<file path="src/hw/rtl/arpc_pkg.sv">
`timescale 1ns / 1ps
// ----------------------------------------------------------------------------
// arpc_pkg
// shared types and constants of the address-resolution cache
// ----------------------------------------------------------------------------
package arpc_pkg;

  localparam int unsigned IpW      = 32;
  localparam int unsigned MacW     = 48;
  localparam int unsigned InDataW  = 80;
  localparam int unsigned OutDataW = 56;

  localparam logic OpLookup = 1'b0;
  localparam logic OpInsert = 1'b1;

  typedef enum logic [1:0] {
    ST_IDLE,
    ST_MATCH,
    ST_RESOLVE
  } arpc_state_e;

  // control from the sequencer to one cell
  typedef struct packed {
    logic shift;
    logic capture;
    logic filled;
  } arpc_cell_ctrl_t;

endpackage

</file>
<file path="src/hw/rtl/arpc_cell.sv">
`timescale 1ns / 1ps
// ----------------------------------------------------------------------------
// arpc_cell
// one table entry: holds an address pair, compares it with the search key
// and hands its pair on to the next cell when a new entry is shifted in
// ----------------------------------------------------------------------------
module arpc_cell (
  input  logic                         clk_i,
  input  logic                         rst_ni,
  input  arpc_pkg::arpc_cell_ctrl_t    ctrl_i,
  input  logic [arpc_pkg::IpW-1:0]     key_ip_i,
  input  logic [arpc_pkg::IpW-1:0]     prev_ip_i,
  input  logic [arpc_pkg::MacW-1:0]    prev_mac_i,
  output logic [arpc_pkg::IpW-1:0]     ip_o,
  output logic [arpc_pkg::MacW-1:0]    mac_o,
  output logic                         hit_o,
  output logic [arpc_pkg::MacW-1:0]    hit_mac_o
);
  import arpc_pkg::*;

  logic [IpW-1:0]  ip_q;
  logic [MacW-1:0] mac_q;
  logic            hit_q, hit_d;

  always_ff @(posedge clk_i) begin
    if (ctrl_i.shift) begin
      ip_q  <= prev_ip_i;
      mac_q <= prev_mac_i;
    end
  end

  always_comb begin
    hit_d = hit_q;
    if (ctrl_i.capture) begin
      hit_d = ctrl_i.filled && (ip_q == key_ip_i);
    end
  end

  always_ff @(posedge clk_i or negedge rst_ni) begin
    if (!rst_ni) begin
      hit_q <= 1'b0;
    end else begin
      hit_q <= hit_d;
    end
  end

  assign ip_o      = ip_q;
  assign mac_o     = mac_q;
  assign hit_o     = hit_q;
  assign hit_mac_o = hit_q ? mac_q : '0;

endmodule

</file>
<file path="src/hw/rtl/arp_address_cache_top.sv">
`timescale 1ns / 1ps
// each item is taken in idle, compared in all cells in match and resolved
// in resolve, where its result is registered; a new item is taken only in idle
// a waiting result does not block the next item; resolve waits for a free output
// reset clears the fill count and all control state; entries hold no reset value
// ----------------------------------------------------------------------------
// arp_address_cache_top
// ipv4 to mac address cache built as a row of entry cells, new entries
// shifted in at the head, all cells compared in parallel
// ----------------------------------------------------------------------------
module arp_address_cache_top #(
  parameter int unsigned TABLE_ENTRIES = 16
) (
  input  logic                              clk_i,
  input  logic                              rst_ni,
  input  logic                              s_axis_tvalid,
  output logic                              s_axis_tready,
  // ip_address[31:0], mac_address[79:32]
  input  logic [arpc_pkg::InDataW-1:0]      s_axis_tdata,
  // operation[0]
  input  logic                              s_axis_tuser,
  output logic                              m_axis_tvalid,
  input  logic                              m_axis_tready,
  // found[0], found_mac[48:1], inserted[49], table_full[50], zero[55:51]
  output logic [arpc_pkg::OutDataW-1:0]     m_axis_tdata
);
  import arpc_pkg::*;

  localparam int unsigned CntW = $clog2(TABLE_ENTRIES + 1);

  arpc_state_e     state_q, state_d;
  logic [CntW-1:0] fill_q, fill_d;
  logic            op_q;
  logic [IpW-1:0]  key_ip_q;
  logic [MacW-1:0] key_mac_q;
  logic            m_valid_q, m_valid_d;
  logic [OutDataW-1:0] res_q, res_d;

  logic            accept, capture, shift, out_load, tbl_full;
  logic            any_hit;
  logic [MacW-1:0] any_mac;

  logic [IpW-1:0]  cell_ip   [TABLE_ENTRIES];
  logic [MacW-1:0] cell_mac  [TABLE_ENTRIES];
  logic [MacW-1:0] cell_hmac [TABLE_ENTRIES];
  logic [TABLE_ENTRIES-1:0] cell_hit;

  assign accept   = s_axis_tvalid && s_axis_tready;
  assign tbl_full = (fill_q == CntW'(TABLE_ENTRIES));

  // row of cells
  for (genvar i = 0; i < TABLE_ENTRIES; i++) begin : g_cell
    arpc_cell_ctrl_t ctrl;
    logic [IpW-1:0]  prev_ip;
    logic [MacW-1:0] prev_mac;

    assign ctrl.shift   = shift;
    assign ctrl.capture = capture;
    assign ctrl.filled  = (fill_q > CntW'(i));

    if (i == 0) begin : g_head
      assign prev_ip  = key_ip_q;
      assign prev_mac = key_mac_q;
    end else begin : g_body
      assign prev_ip  = cell_ip[i-1];
      assign prev_mac = cell_mac[i-1];
    end

    arpc_cell u_cell (
      .clk_i      (clk_i),
      .rst_ni     (rst_ni),
      .ctrl_i     (ctrl),
      .key_ip_i   (key_ip_q),
      .prev_ip_i  (prev_ip),
      .prev_mac_i (prev_mac),
      .ip_o       (cell_ip[i]),
      .mac_o      (cell_mac[i]),
      .hit_o      (cell_hit[i]),
      .hit_mac_o  (cell_hmac[i])
    );
  end

  // at most one cell hits, so the masked macs are simply or-ed
  always_comb begin
    any_mac = '0;
    for (int i = 0; i < TABLE_ENTRIES; i++) begin
      any_mac = any_mac | cell_hmac[i];
    end
  end
  assign any_hit = |cell_hit;

  // sequencer
  always_comb begin
    state_d       = state_q;
    s_axis_tready = 1'b0;
    capture       = 1'b0;
    shift         = 1'b0;
    out_load      = 1'b0;
    fill_d        = fill_q;
    res_d         = '0;
    case (state_q)
      ST_IDLE: begin
        s_axis_tready = 1'b1;
        if (s_axis_tvalid) begin
          state_d = ST_MATCH;
        end
      end
      ST_MATCH: begin
        capture = 1'b1;
        state_d = ST_RESOLVE;
      end
      ST_RESOLVE: begin
        if (!m_valid_q || m_axis_tready) begin
          out_load = 1'b1;
          state_d  = ST_IDLE;
          res_d[0]      = any_hit;
          res_d[MacW:1] = any_mac;
          if (!any_hit && (op_q == OpInsert)) begin
            if (tbl_full) begin
              res_d[MacW+2] = 1'b1;
            end else begin
              res_d[MacW+1] = 1'b1;
              shift         = 1'b1;
              fill_d        = fill_q + CntW'(1);
            end
          end
        end
      end
      default: begin
        state_d = ST_IDLE;
      end
    endcase
  end

  always_comb begin
    m_valid_d = m_valid_q;
    if (out_load) begin
      m_valid_d = 1'b1;
    end else if (m_axis_tready) begin
      m_valid_d = 1'b0;
    end
  end

  always_ff @(posedge clk_i or negedge rst_ni) begin
    if (!rst_ni) begin
      state_q   <= ST_IDLE;
      fill_q    <= '0;
      m_valid_q <= 1'b0;
    end else begin
      state_q   <= state_d;
      fill_q    <= fill_d;
      m_valid_q <= m_valid_d;
    end
  end

  always_ff @(posedge clk_i) begin
    if (accept) begin
      op_q      <= s_axis_tuser;
      key_ip_q  <= s_axis_tdata[IpW-1:0];
      key_mac_q <= s_axis_tdata[IpW+MacW-1:IpW];
    end
    if (out_load) begin
      res_q <= res_d;
    end
  end

  assign m_axis_tvalid = m_valid_q;
  assign m_axis_tdata  = res_q;

`ifndef SYNTH
  a_fill_bound: assert property (@(posedge clk_i) disable iff (!rst_ni)
    fill_q <= CntW'(TABLE_ENTRIES))
    else $error("fill count beyond table size");

  a_single_hit: assert property (@(posedge clk_i) disable iff (!rst_ni)
    $onehot0(cell_hit))
    else $error("address held in more than one cell");

  a_fill_step: assert property (@(posedge clk_i) disable iff (!rst_ni)
    (fill_q != $past(fill_q)) |-> (m_axis_tvalid && m_axis_tdata[MacW+1]))
    else $error("fill count moved without an inserted result");

  a_flags_excl: assert property (@(posedge clk_i) disable iff (!rst_ni)
    m_axis_tvalid |-> !(m_axis_tdata[0] && (m_axis_tdata[MacW+1] || m_axis_tdata[MacW+2])))
    else $error("found result also flagged as insert or full");

  a_ready_idle: assert property (@(posedge clk_i) disable iff (!rst_ni)
    accept |=> (state_q == ST_MATCH))
    else $error("item taken without starting a compare");
`endif

endmodule

</file>
<file path="config.mk">
export PLATFORM = sky130hd
export DESIGN_NAME = arp_address_cache_top
export DESIGN_NICKNAME = d
export VERILOG_FILES = /design/src/hw/rtl/arpc_pkg.sv /design/src/hw/rtl/arpc_cell.sv /design/src/hw/rtl/arp_address_cache_top.sv
export SDC_FILE = /design/constraint.sdc
export NUM_CORES = 1
export LEC_CHECK = 0
export ABC_AREA = 0
export BUFFER_PORTS_ARGS = -buffer_cell sky130_fd_sc_hd__buf_2
export CORE_ASPECT_RATIO = 2
export CORE_MARGIN = 2
export CORE_UTILIZATION = 40
export CTS_CLUSTER_DIAMETER = 150
export CTS_CLUSTER_SIZE = 20
export DETAILED_ROUTE_END_ITERATION = 6
export HOLD_SLACK_MARGIN = 0.03
export PLACE_DENSITY_LB_ADDON = 0.2
export SLEW_MARGIN = 25
export SYNTH_ARGS = -nofsm -noshare
export SYNTH_HDL_FRONTEND = slang
export SYNTH_HIERARCHICAL = 1
export SYNTH_SLANG_ARGS = --single-unit
</file>
<file path="constraint.sdc">
create_clock -name clk_i -period 10.25 [get_ports clk_i]
set_input_delay 0.5125 -clock clk_i [delete_from_list [all_inputs] [get_ports clk_i]]
set_output_delay 0.5125 -clock clk_i [all_outputs]
set_load 0.05 [all_outputs]
</file>
==> results of run 1 <==
-- layer usage --
metal | GRT usage [%] | vias to the layer above | wire length [um]
met1 | 21.1 | 14500 | 50500
met4 | 5.42 | 4 | 3340
met3 | 2.07 | 148 | 4630
met5 | 0 | - | 23
met2 | 31.4 | 526 | 66200
li1 | - | 12900 | -
-- sequential cells by signal (all words and copies together) (netlist names) --
name / flops
fill_q: 5
g_cell.prev_ip: 32
g_cell.prev_mac: 48
g_cell.u_cell/hit_o: 16
g_cell.u_cell/ip_o: 512
g_cell.u_cell/mac_o: 768
m_axis_tdata: 51
m_axis_tvalid: 1
op_q: 1
state_q: 2
-- per-stage QoR --
stage                     total power [uW]  utilization (%)  setup WS [ns]  area, um2
after floorplan                       8700                -         -0.601      56300
after global placement                8950             42.4           5.35      59300
after detailed placement              8980             42.4           5.27      59300
after CTS                            12400             44.6           5.29      62400
after global routing                 12700             44.7           5.21      62500
final                                12300             44.7           5.44      62500
-- cell families (layout without fill, tap and decap cells) --
kind of cell,count (synthesis),after routing
adder cells (fa/ha/maj),5,5
other,1,6
buffers and inverters,114,390
flip-flops,1436,1436
AND/OR/NAND/NOR,1274,1274
multiplexers,2,2
XOR/XNOR,515,515
AO/OA/AOI/OAI,31,31
-- cells in the final DEF, fill, tap and decap left out, types with 3 or more instances in the layout --
master         Yosys  layout
and4_1            49      49
buf_12             0       5
clkbuf_1          85      29
dlygate4sd3_1      0      81
inv_1             21      19
and2_1           770     769
nand4_1           66      66
xnor2_1          195     195
buf_4              5      23
nor4_1           276     274
o21ai_0           12      12
nor2_1            56      56
ha_1               5       4
o22ai_2           16      16
edfxtp_1        1412    1412
conb_1             1       5
xor2_1           320     320
buf_2              1     137
dfrtp_1           24       7
nand2_1            9       8
nand3_1           19      19
dfrtp_2            0      17
buf_6              1       3
or4_1             16      16
clkbuf_16          0      82
-- power groups by stage --
stage	Sequential, uW	Clock [uW]	Combinational (uW)
after detailed placement	7830	0	1150
after floorplan	8020	0	679
after global routing	7770	3700	1260
after CTS	7710	3540	1180
after global placement	7820	0	1130
final	7680	3410	1150
-- layout make-up --
| class | count | share of cell area, % |
|---|---|---|
| well taps | 1862 | 3.73 |
| diodes | 1 | 0.00401 |
| repair buffers | 252 | 2.98 |
| multi-input cells | 1832 | 20.6 |
| flip-flops and latches | 1436 | 68.9 |
| clock inverters | 6 | 0.166 |
| clock buffers | 111 | 3.46 |
| inverters | 21 | 0.132 |
-- synth_stat cells (2+ instances only) --
cell type  count
xor2_1       320
nor2_1        56
inv_1         21
o22ai_2       16
nor3_1         2
and3_2         2
and3_4         2
nand3_1       19
nand2_1        9
buf_4          5
edfxtp_1    1412
nand2b_1       2
nand4_1       66
dfrtp_1       24
nor2b_1        3
xnor2_1      195
clkbuf_1      85
or4_1         16
nor4_1       276
ha_1           5
and2_1       770
o21ai_0       12
and4_1        49
-- final timing paths --
check                                             end  slack, ns  cells after the start
setup / recovery            g_cell[3].u_cell/ip_o[19]       5.44                      7
setup reg to reg            g_cell[3].u_cell/ip_o[19]       5.44                      7
min in group asynchronous     g_cell[14].u_cell/hit_o       0.48                      2
hold reg to reg            g_cell[0].u_cell/mac_o[45]       0.42                      0
hold / removal                  g_cell[0].prev_mac[2]       0.11                      1
max in group asynchronous                   fill_q[0]       9.30                      2
==> metrics.txt, run 1 <==
CTS tree=yes; Hold Vio Cnt, Final=0; initial antenna violation count=8; Post-Synth Simple-Gate Area=14.1%; Critical Path, Cell by Cell=buf_4, nor4_1, and4_1, and3_4, buf_12, buf_12, buf_16; pwr/cell area=between 150 and 200 nW/um2; Clock Sinks=1,436; Post-Synth XOR/XNOR Area=between 8 and 9%; post-synthesis mux area share=0.0467%; num rows=roughly 190; cell mode on critical path=buf_12; core box area=140,000 um2; dpl hpwl=about 73 mm; nets=3,714; First-pass DRT Iterations=5; critical path arrival=between 5 and 6 ns; Synth area leader=edfxtp_1; final wirelength=125 mm; first-pass GRT wire length=186 mm; crit share post-route=46.9%; H-tree levels=3; IO Pins=roughly 140; main combinational cell family by area after synthesis=simple AND/OR/NAND/NOR gates; origin of the critical flop-to-flop path=g_cell[4].u_cell/hit_o; CP Capture Type=flip-flop; Post-Synth Adder-Cell Area=0.111%; Worst Hold Class=in -> reg; Overflow after GRT=0; CP max-delay cell=and3_4; PortBufs=137; Iter 0 DRT Violations=between 2,000 and 2,500; minimum clock period=4.81 ns; post-route ant nets=0; Crit path max-delay family=buffers and inverters; VDD IR max=about 130 uV; fin. max-slew vios=0; Max-Cap Viols=0; Cell variety after synth=34; Initial Util=~40%; hold bufs inserted after CTS=a little over 80; Die Area=around 140,000 um2; NetSw=3120 uW; Synth Instances=3,378; setup repair bufs after CTS=0; register area share after synthesis=76.4%; Synth Area in Compound Gates=less than 1%; Yosys warnings=6; area growth from synthesis to layout=10.9%; final setup fails=0; worst-skew pair later-pin latency=0.71 ns; RSZ-0062 raised after global routing=no; Total GRT Usage=between 10% and 20%; DR WL/cell=22.6 um; Bufs and invs on worst path=4; Clock Tree Buf Depth=3; clock skew=0.0281 ns; Yosys top cell area share=75.3%; CP Launch Type=flip-flop; largest net degree at the start of global routing=195; netlist area before placement=56,300 um2; Crit Path Max Fanout=158; WHS=0.107 ns; leakage=0.0202 uW; outcome=completed; most area-consuming cells after synthesis=edfxtp_1 (75%), and2_1 (8.6%), xor2_1 (5.0%); CP Data Required Time=~11 ns; vias=28,100; commonest register cell after synthesis=edfxtp_1; design internal power=9130 uW; post-cts resize count=0; Setup TNS Final=0 ns; Synth async-reset ratio=~1.7%; vias in the first global route=29,200; RD Place Congestion=0.746; share of power burned in combinational logic=9.4%; register area=43,000 um2; CTS buffer count=between 80 and 90; Avg Inst Size Synth=16.7 um2; number of fill cells=12,400; CTS clock-pin slew for the worst setup and hold paths=0.09 ns; layout cell share with drive strength beyond 1=8.39%; Worst-Margin Slew=1.14 ns; area taken by multi-input logic gates=12,900 um2; Via density=approximately 5.1; clock network fraction of total power=27.9%; Die Wd=between 200 and 300 um; root buf cell=clkbuf_16; part of the power in registers=between 60% and 70%; CP peak stage delay=0.89 ns; normalized max-slew margin=23.8%; HP Start=s_axis_tdata[34]; CP startpoint=g_cell[4].u_cell/hit_o; Vert. Die Dim=535 um; number of synthesized flops with an enable pin=1,412; critical path class=reg -> reg; Max Fclk=around 210 MHz; post-route DRC violation count=0; sw frac=25.5%; placed cells=5,320; Synth Register Bits=1,436; Finished Layout Cells=5,521
Note: power is estimated with default switching activity, not from simulation.
==> inputs of run 2 (changes only) <==
- ABC_AREA: 0 -> 1
- clock period: 10.25 -> 4.3 ns (I/O delays scaled with it)
==> metrics.txt, run 2 <==
crit share post-route=65.9%; RD Place Congestion=about 0.80; Die Wd=~280 um; dpl hpwl=84.7 mm; Yosys warnings=6; Bufs and invs on worst path=3; pwr/cell area=377 nW/um2; post-route ant nets=0; Crit Path Max Fanout=103; critical path class=reg -> reg; Worst-Margin Slew=around 0.99 ns; CTS tree=yes; CTS clock-pin slew for the worst setup and hold paths=0.09 ns; commonest register cell after synthesis=edfxtp_1; CP Data Required Time=around 4.7 ns; Total GRT Usage=between 15 and 20%; fin. max-slew vios=0; PortBufs=137; VDD IR max=350 uV; critical path arrival=around 3.2 ns; Iter 0 DRT Violations=2,781; Worst Hold Class=in -> async; Finished Layout Cells=8,050; placed cells=7,831; leakage=~0.031 uW; number of synthesized flops with an enable pin=1,412; max FFs per register=768; DR WL/cell=16.9 um; root buf cell=clkbuf_16; most frequent cells in the layout=nand2_1 (1,718), edfxtp_1 (1,412), inv_1 (1,344); CP Launch Type=flip-flop; Vert. Die Dim=~560 um; worst-skew pair later-pin latency=0.73 ns; CP Capture Type=flip-flop; Hold Vio Cnt, Final=0; H-tree levels=3; Max Fclk=353 MHz; Yosys top cell area share=69.4%; outcome=completed; number of fill cells=14,200; Clock Sinks=1,436; layout cell share with drive strength beyond 1=6.52%; minimum clock period=about 2.8 ns; core box area=152,000 um2; first-pass GRT wire length=210 mm; Worst R2R Path Depth=9; critical path depth in cells=9; area growth from synthesis to layout=11.3%; nets=6,157; Synth Register Bits=1,436; Synth Instances=5,769; CP max-delay cell=dfrtp_2; count leader, synth=nand2_1; Crit path max-delay family=simple AND/OR/NAND/NOR gates; num rows=203; vias in the first global route=36,400; Synth area leader=edfxtp_1; Synth async-reset ratio=1.67%; register area share after synthesis=70.3%; Die Area=156,000 um2; post-route DRC violation count=0; clock skew=0.0334 ns; most area-consuming cells after synthesis=edfxtp_1 (69%), nand2_1 (11%), inv_1 (8.3%); final wirelength=136 mm; Clock Tree Buf Depth=3; register area=~43,000 um2; final core utilization=44.7%; most common cell after layout, fill and taps aside=nand2_1; Initial Util=between 40% and 50%; Commonest cells post-synth=nand2_1 (1,718), edfxtp_1 (1,412), inv_1 (1,345), nor2_1 (535), xnor2_1 (112); First-pass DRT Iterations=7; largest net degree at the start of global routing=104; setup repair bufs after CTS=0; final setup fails=0; Critical Path, Cell by Cell=nor2_1, nand2_1, nor2_1, nand2_1, nor2_4, nand2_4, clkinv_16, buf_12, buf_4; final setup margin=around 1.5 ns; CP peak stage delay=about 0.41 ns; vias=~37,000; dpl ws=about 1.5 ns; Max-Cap Viols=0; Overflow after GRT=0; netlist area before placement=~61,000 um2; CTS buffer count=between 80 and 90; Via density=4.62; normalized max-slew margin=34.1%; Avg Inst Size Synth=10.6 um2; Cell variety after synth=34; RSZ-0062 raised after global routing=no; area taken by multi-input logic gates=about 13,000 um2; initial antenna violation count=5; Setup TNS Final=0 ns; IO Pins=143
==> run 2: cell types whose count changed after synthesis, moves of 34 or more <==
cell	previous run	this run
nor4_1	276	96
xor2_1	320	32
clkbuf_1	85	51
xnor2_1	195	112
and4_1	49	0
inv_1	21	1345
nor2_1	56	535
a31oi_1	0	48
nand2_1	9	1718
nand3_1	19	100
and2_1	770	0
==> run 2: final cells by class <==
class / instances / share of cell area [%]
Tap cell: 1947 / 3.58
Sequential cell: 1436 / 63.2
Inverter: 1363 / 7.56
Timing Repair Buffer: 301 / 3.75
Antenna cell: 3 / 0.0110
Clock buffer: 109 / 3.13
Multi-Input combinational cell: 2884 / 18.6
Clock inverter: 7 / 0.160
==> run 2: timing repair <==
action                    CTS  global route
hold buffers               84             0
resized for setup           0             0
hold endpoints to repair  108             0
==> run 2: final timing paths <==
check	start	slack, ns	endpoint
min in group clk_i	s_axis_tdata[39]	0.20	g_cell[0].prev_mac[7]
setup / recovery	g_cell[0].u_cell/hit_o	1.47	g_cell[2].u_cell/mac_o[25]
hold reg to reg	g_cell[0].prev_mac[35]	0.42	g_cell[0].u_cell/mac_o[35]
max in group asynchronous	rst_ni	3.71	g_cell[7].u_cell/hit_o
hold / removal	rst_ni	0.09	fill_q[0]
setup reg to reg	g_cell[0].u_cell/hit_o	1.47	g_cell[2].u_cell/mac_o[25]
==> run 2: layer usage <==
layer | routed length (um) | part of all wire, % | vias up | global-route usage [%]
met5 | 0 | 0 | - | 0
met4 | 2200 | 1.6 | 0 | 4.11
met3 | 5000 | 3.7 | 137 | 1.98
met2 | 66100 | 49 | 611 | 29.2
met1 | 62400 | 46 | 17900 | 24.2
li1 | - | - | 18500 | -
==> run 2: cell families (layout without fill, tap and decap cells) <==
family                   after synthesis  count (layout)  synth area share, %
buffers and inverters               1453            1780                 9.04
flip-flops                          1436            1436                 70.3
AO/OA/AOI/OAI                         94              94                0.913
XOR/XNOR                             144             144                 2.06
adder cells (fa/ha/maj)                5               5                0.102
other                                  1               8              0.00613
AND/OR/NAND/NOR                     2636            2636                 17.5
==> run 2: where the power goes <==
part           leakage [uW]  total, uW  switching [uW]  internal [uW]
sequential           0.0130      15700             266          15400
clock               0.00108       8060            4500           3560
combinational        0.0173       1880            1290            595
==> run 2: worst register-to-register path, delay by kind of cell, from the launching register on <==
family / cells / cell delay, ns
buffers and inverters: 3 / 0.98
DFF: 1 / 0.41
and+or+nand+nor: 6 / 1.10
==> run 2: stage by stage <==
stage	hold slack, ns	instance area [um2]	power (uW)
floorplan	-0.0806	61200	17100
global placement	0.273	64700	17800
detailed placement	0.284	64700	17800
CTS	0.0934	67800	25900
global route	0.139	68000	26600
finish	0.0871	68000	25600
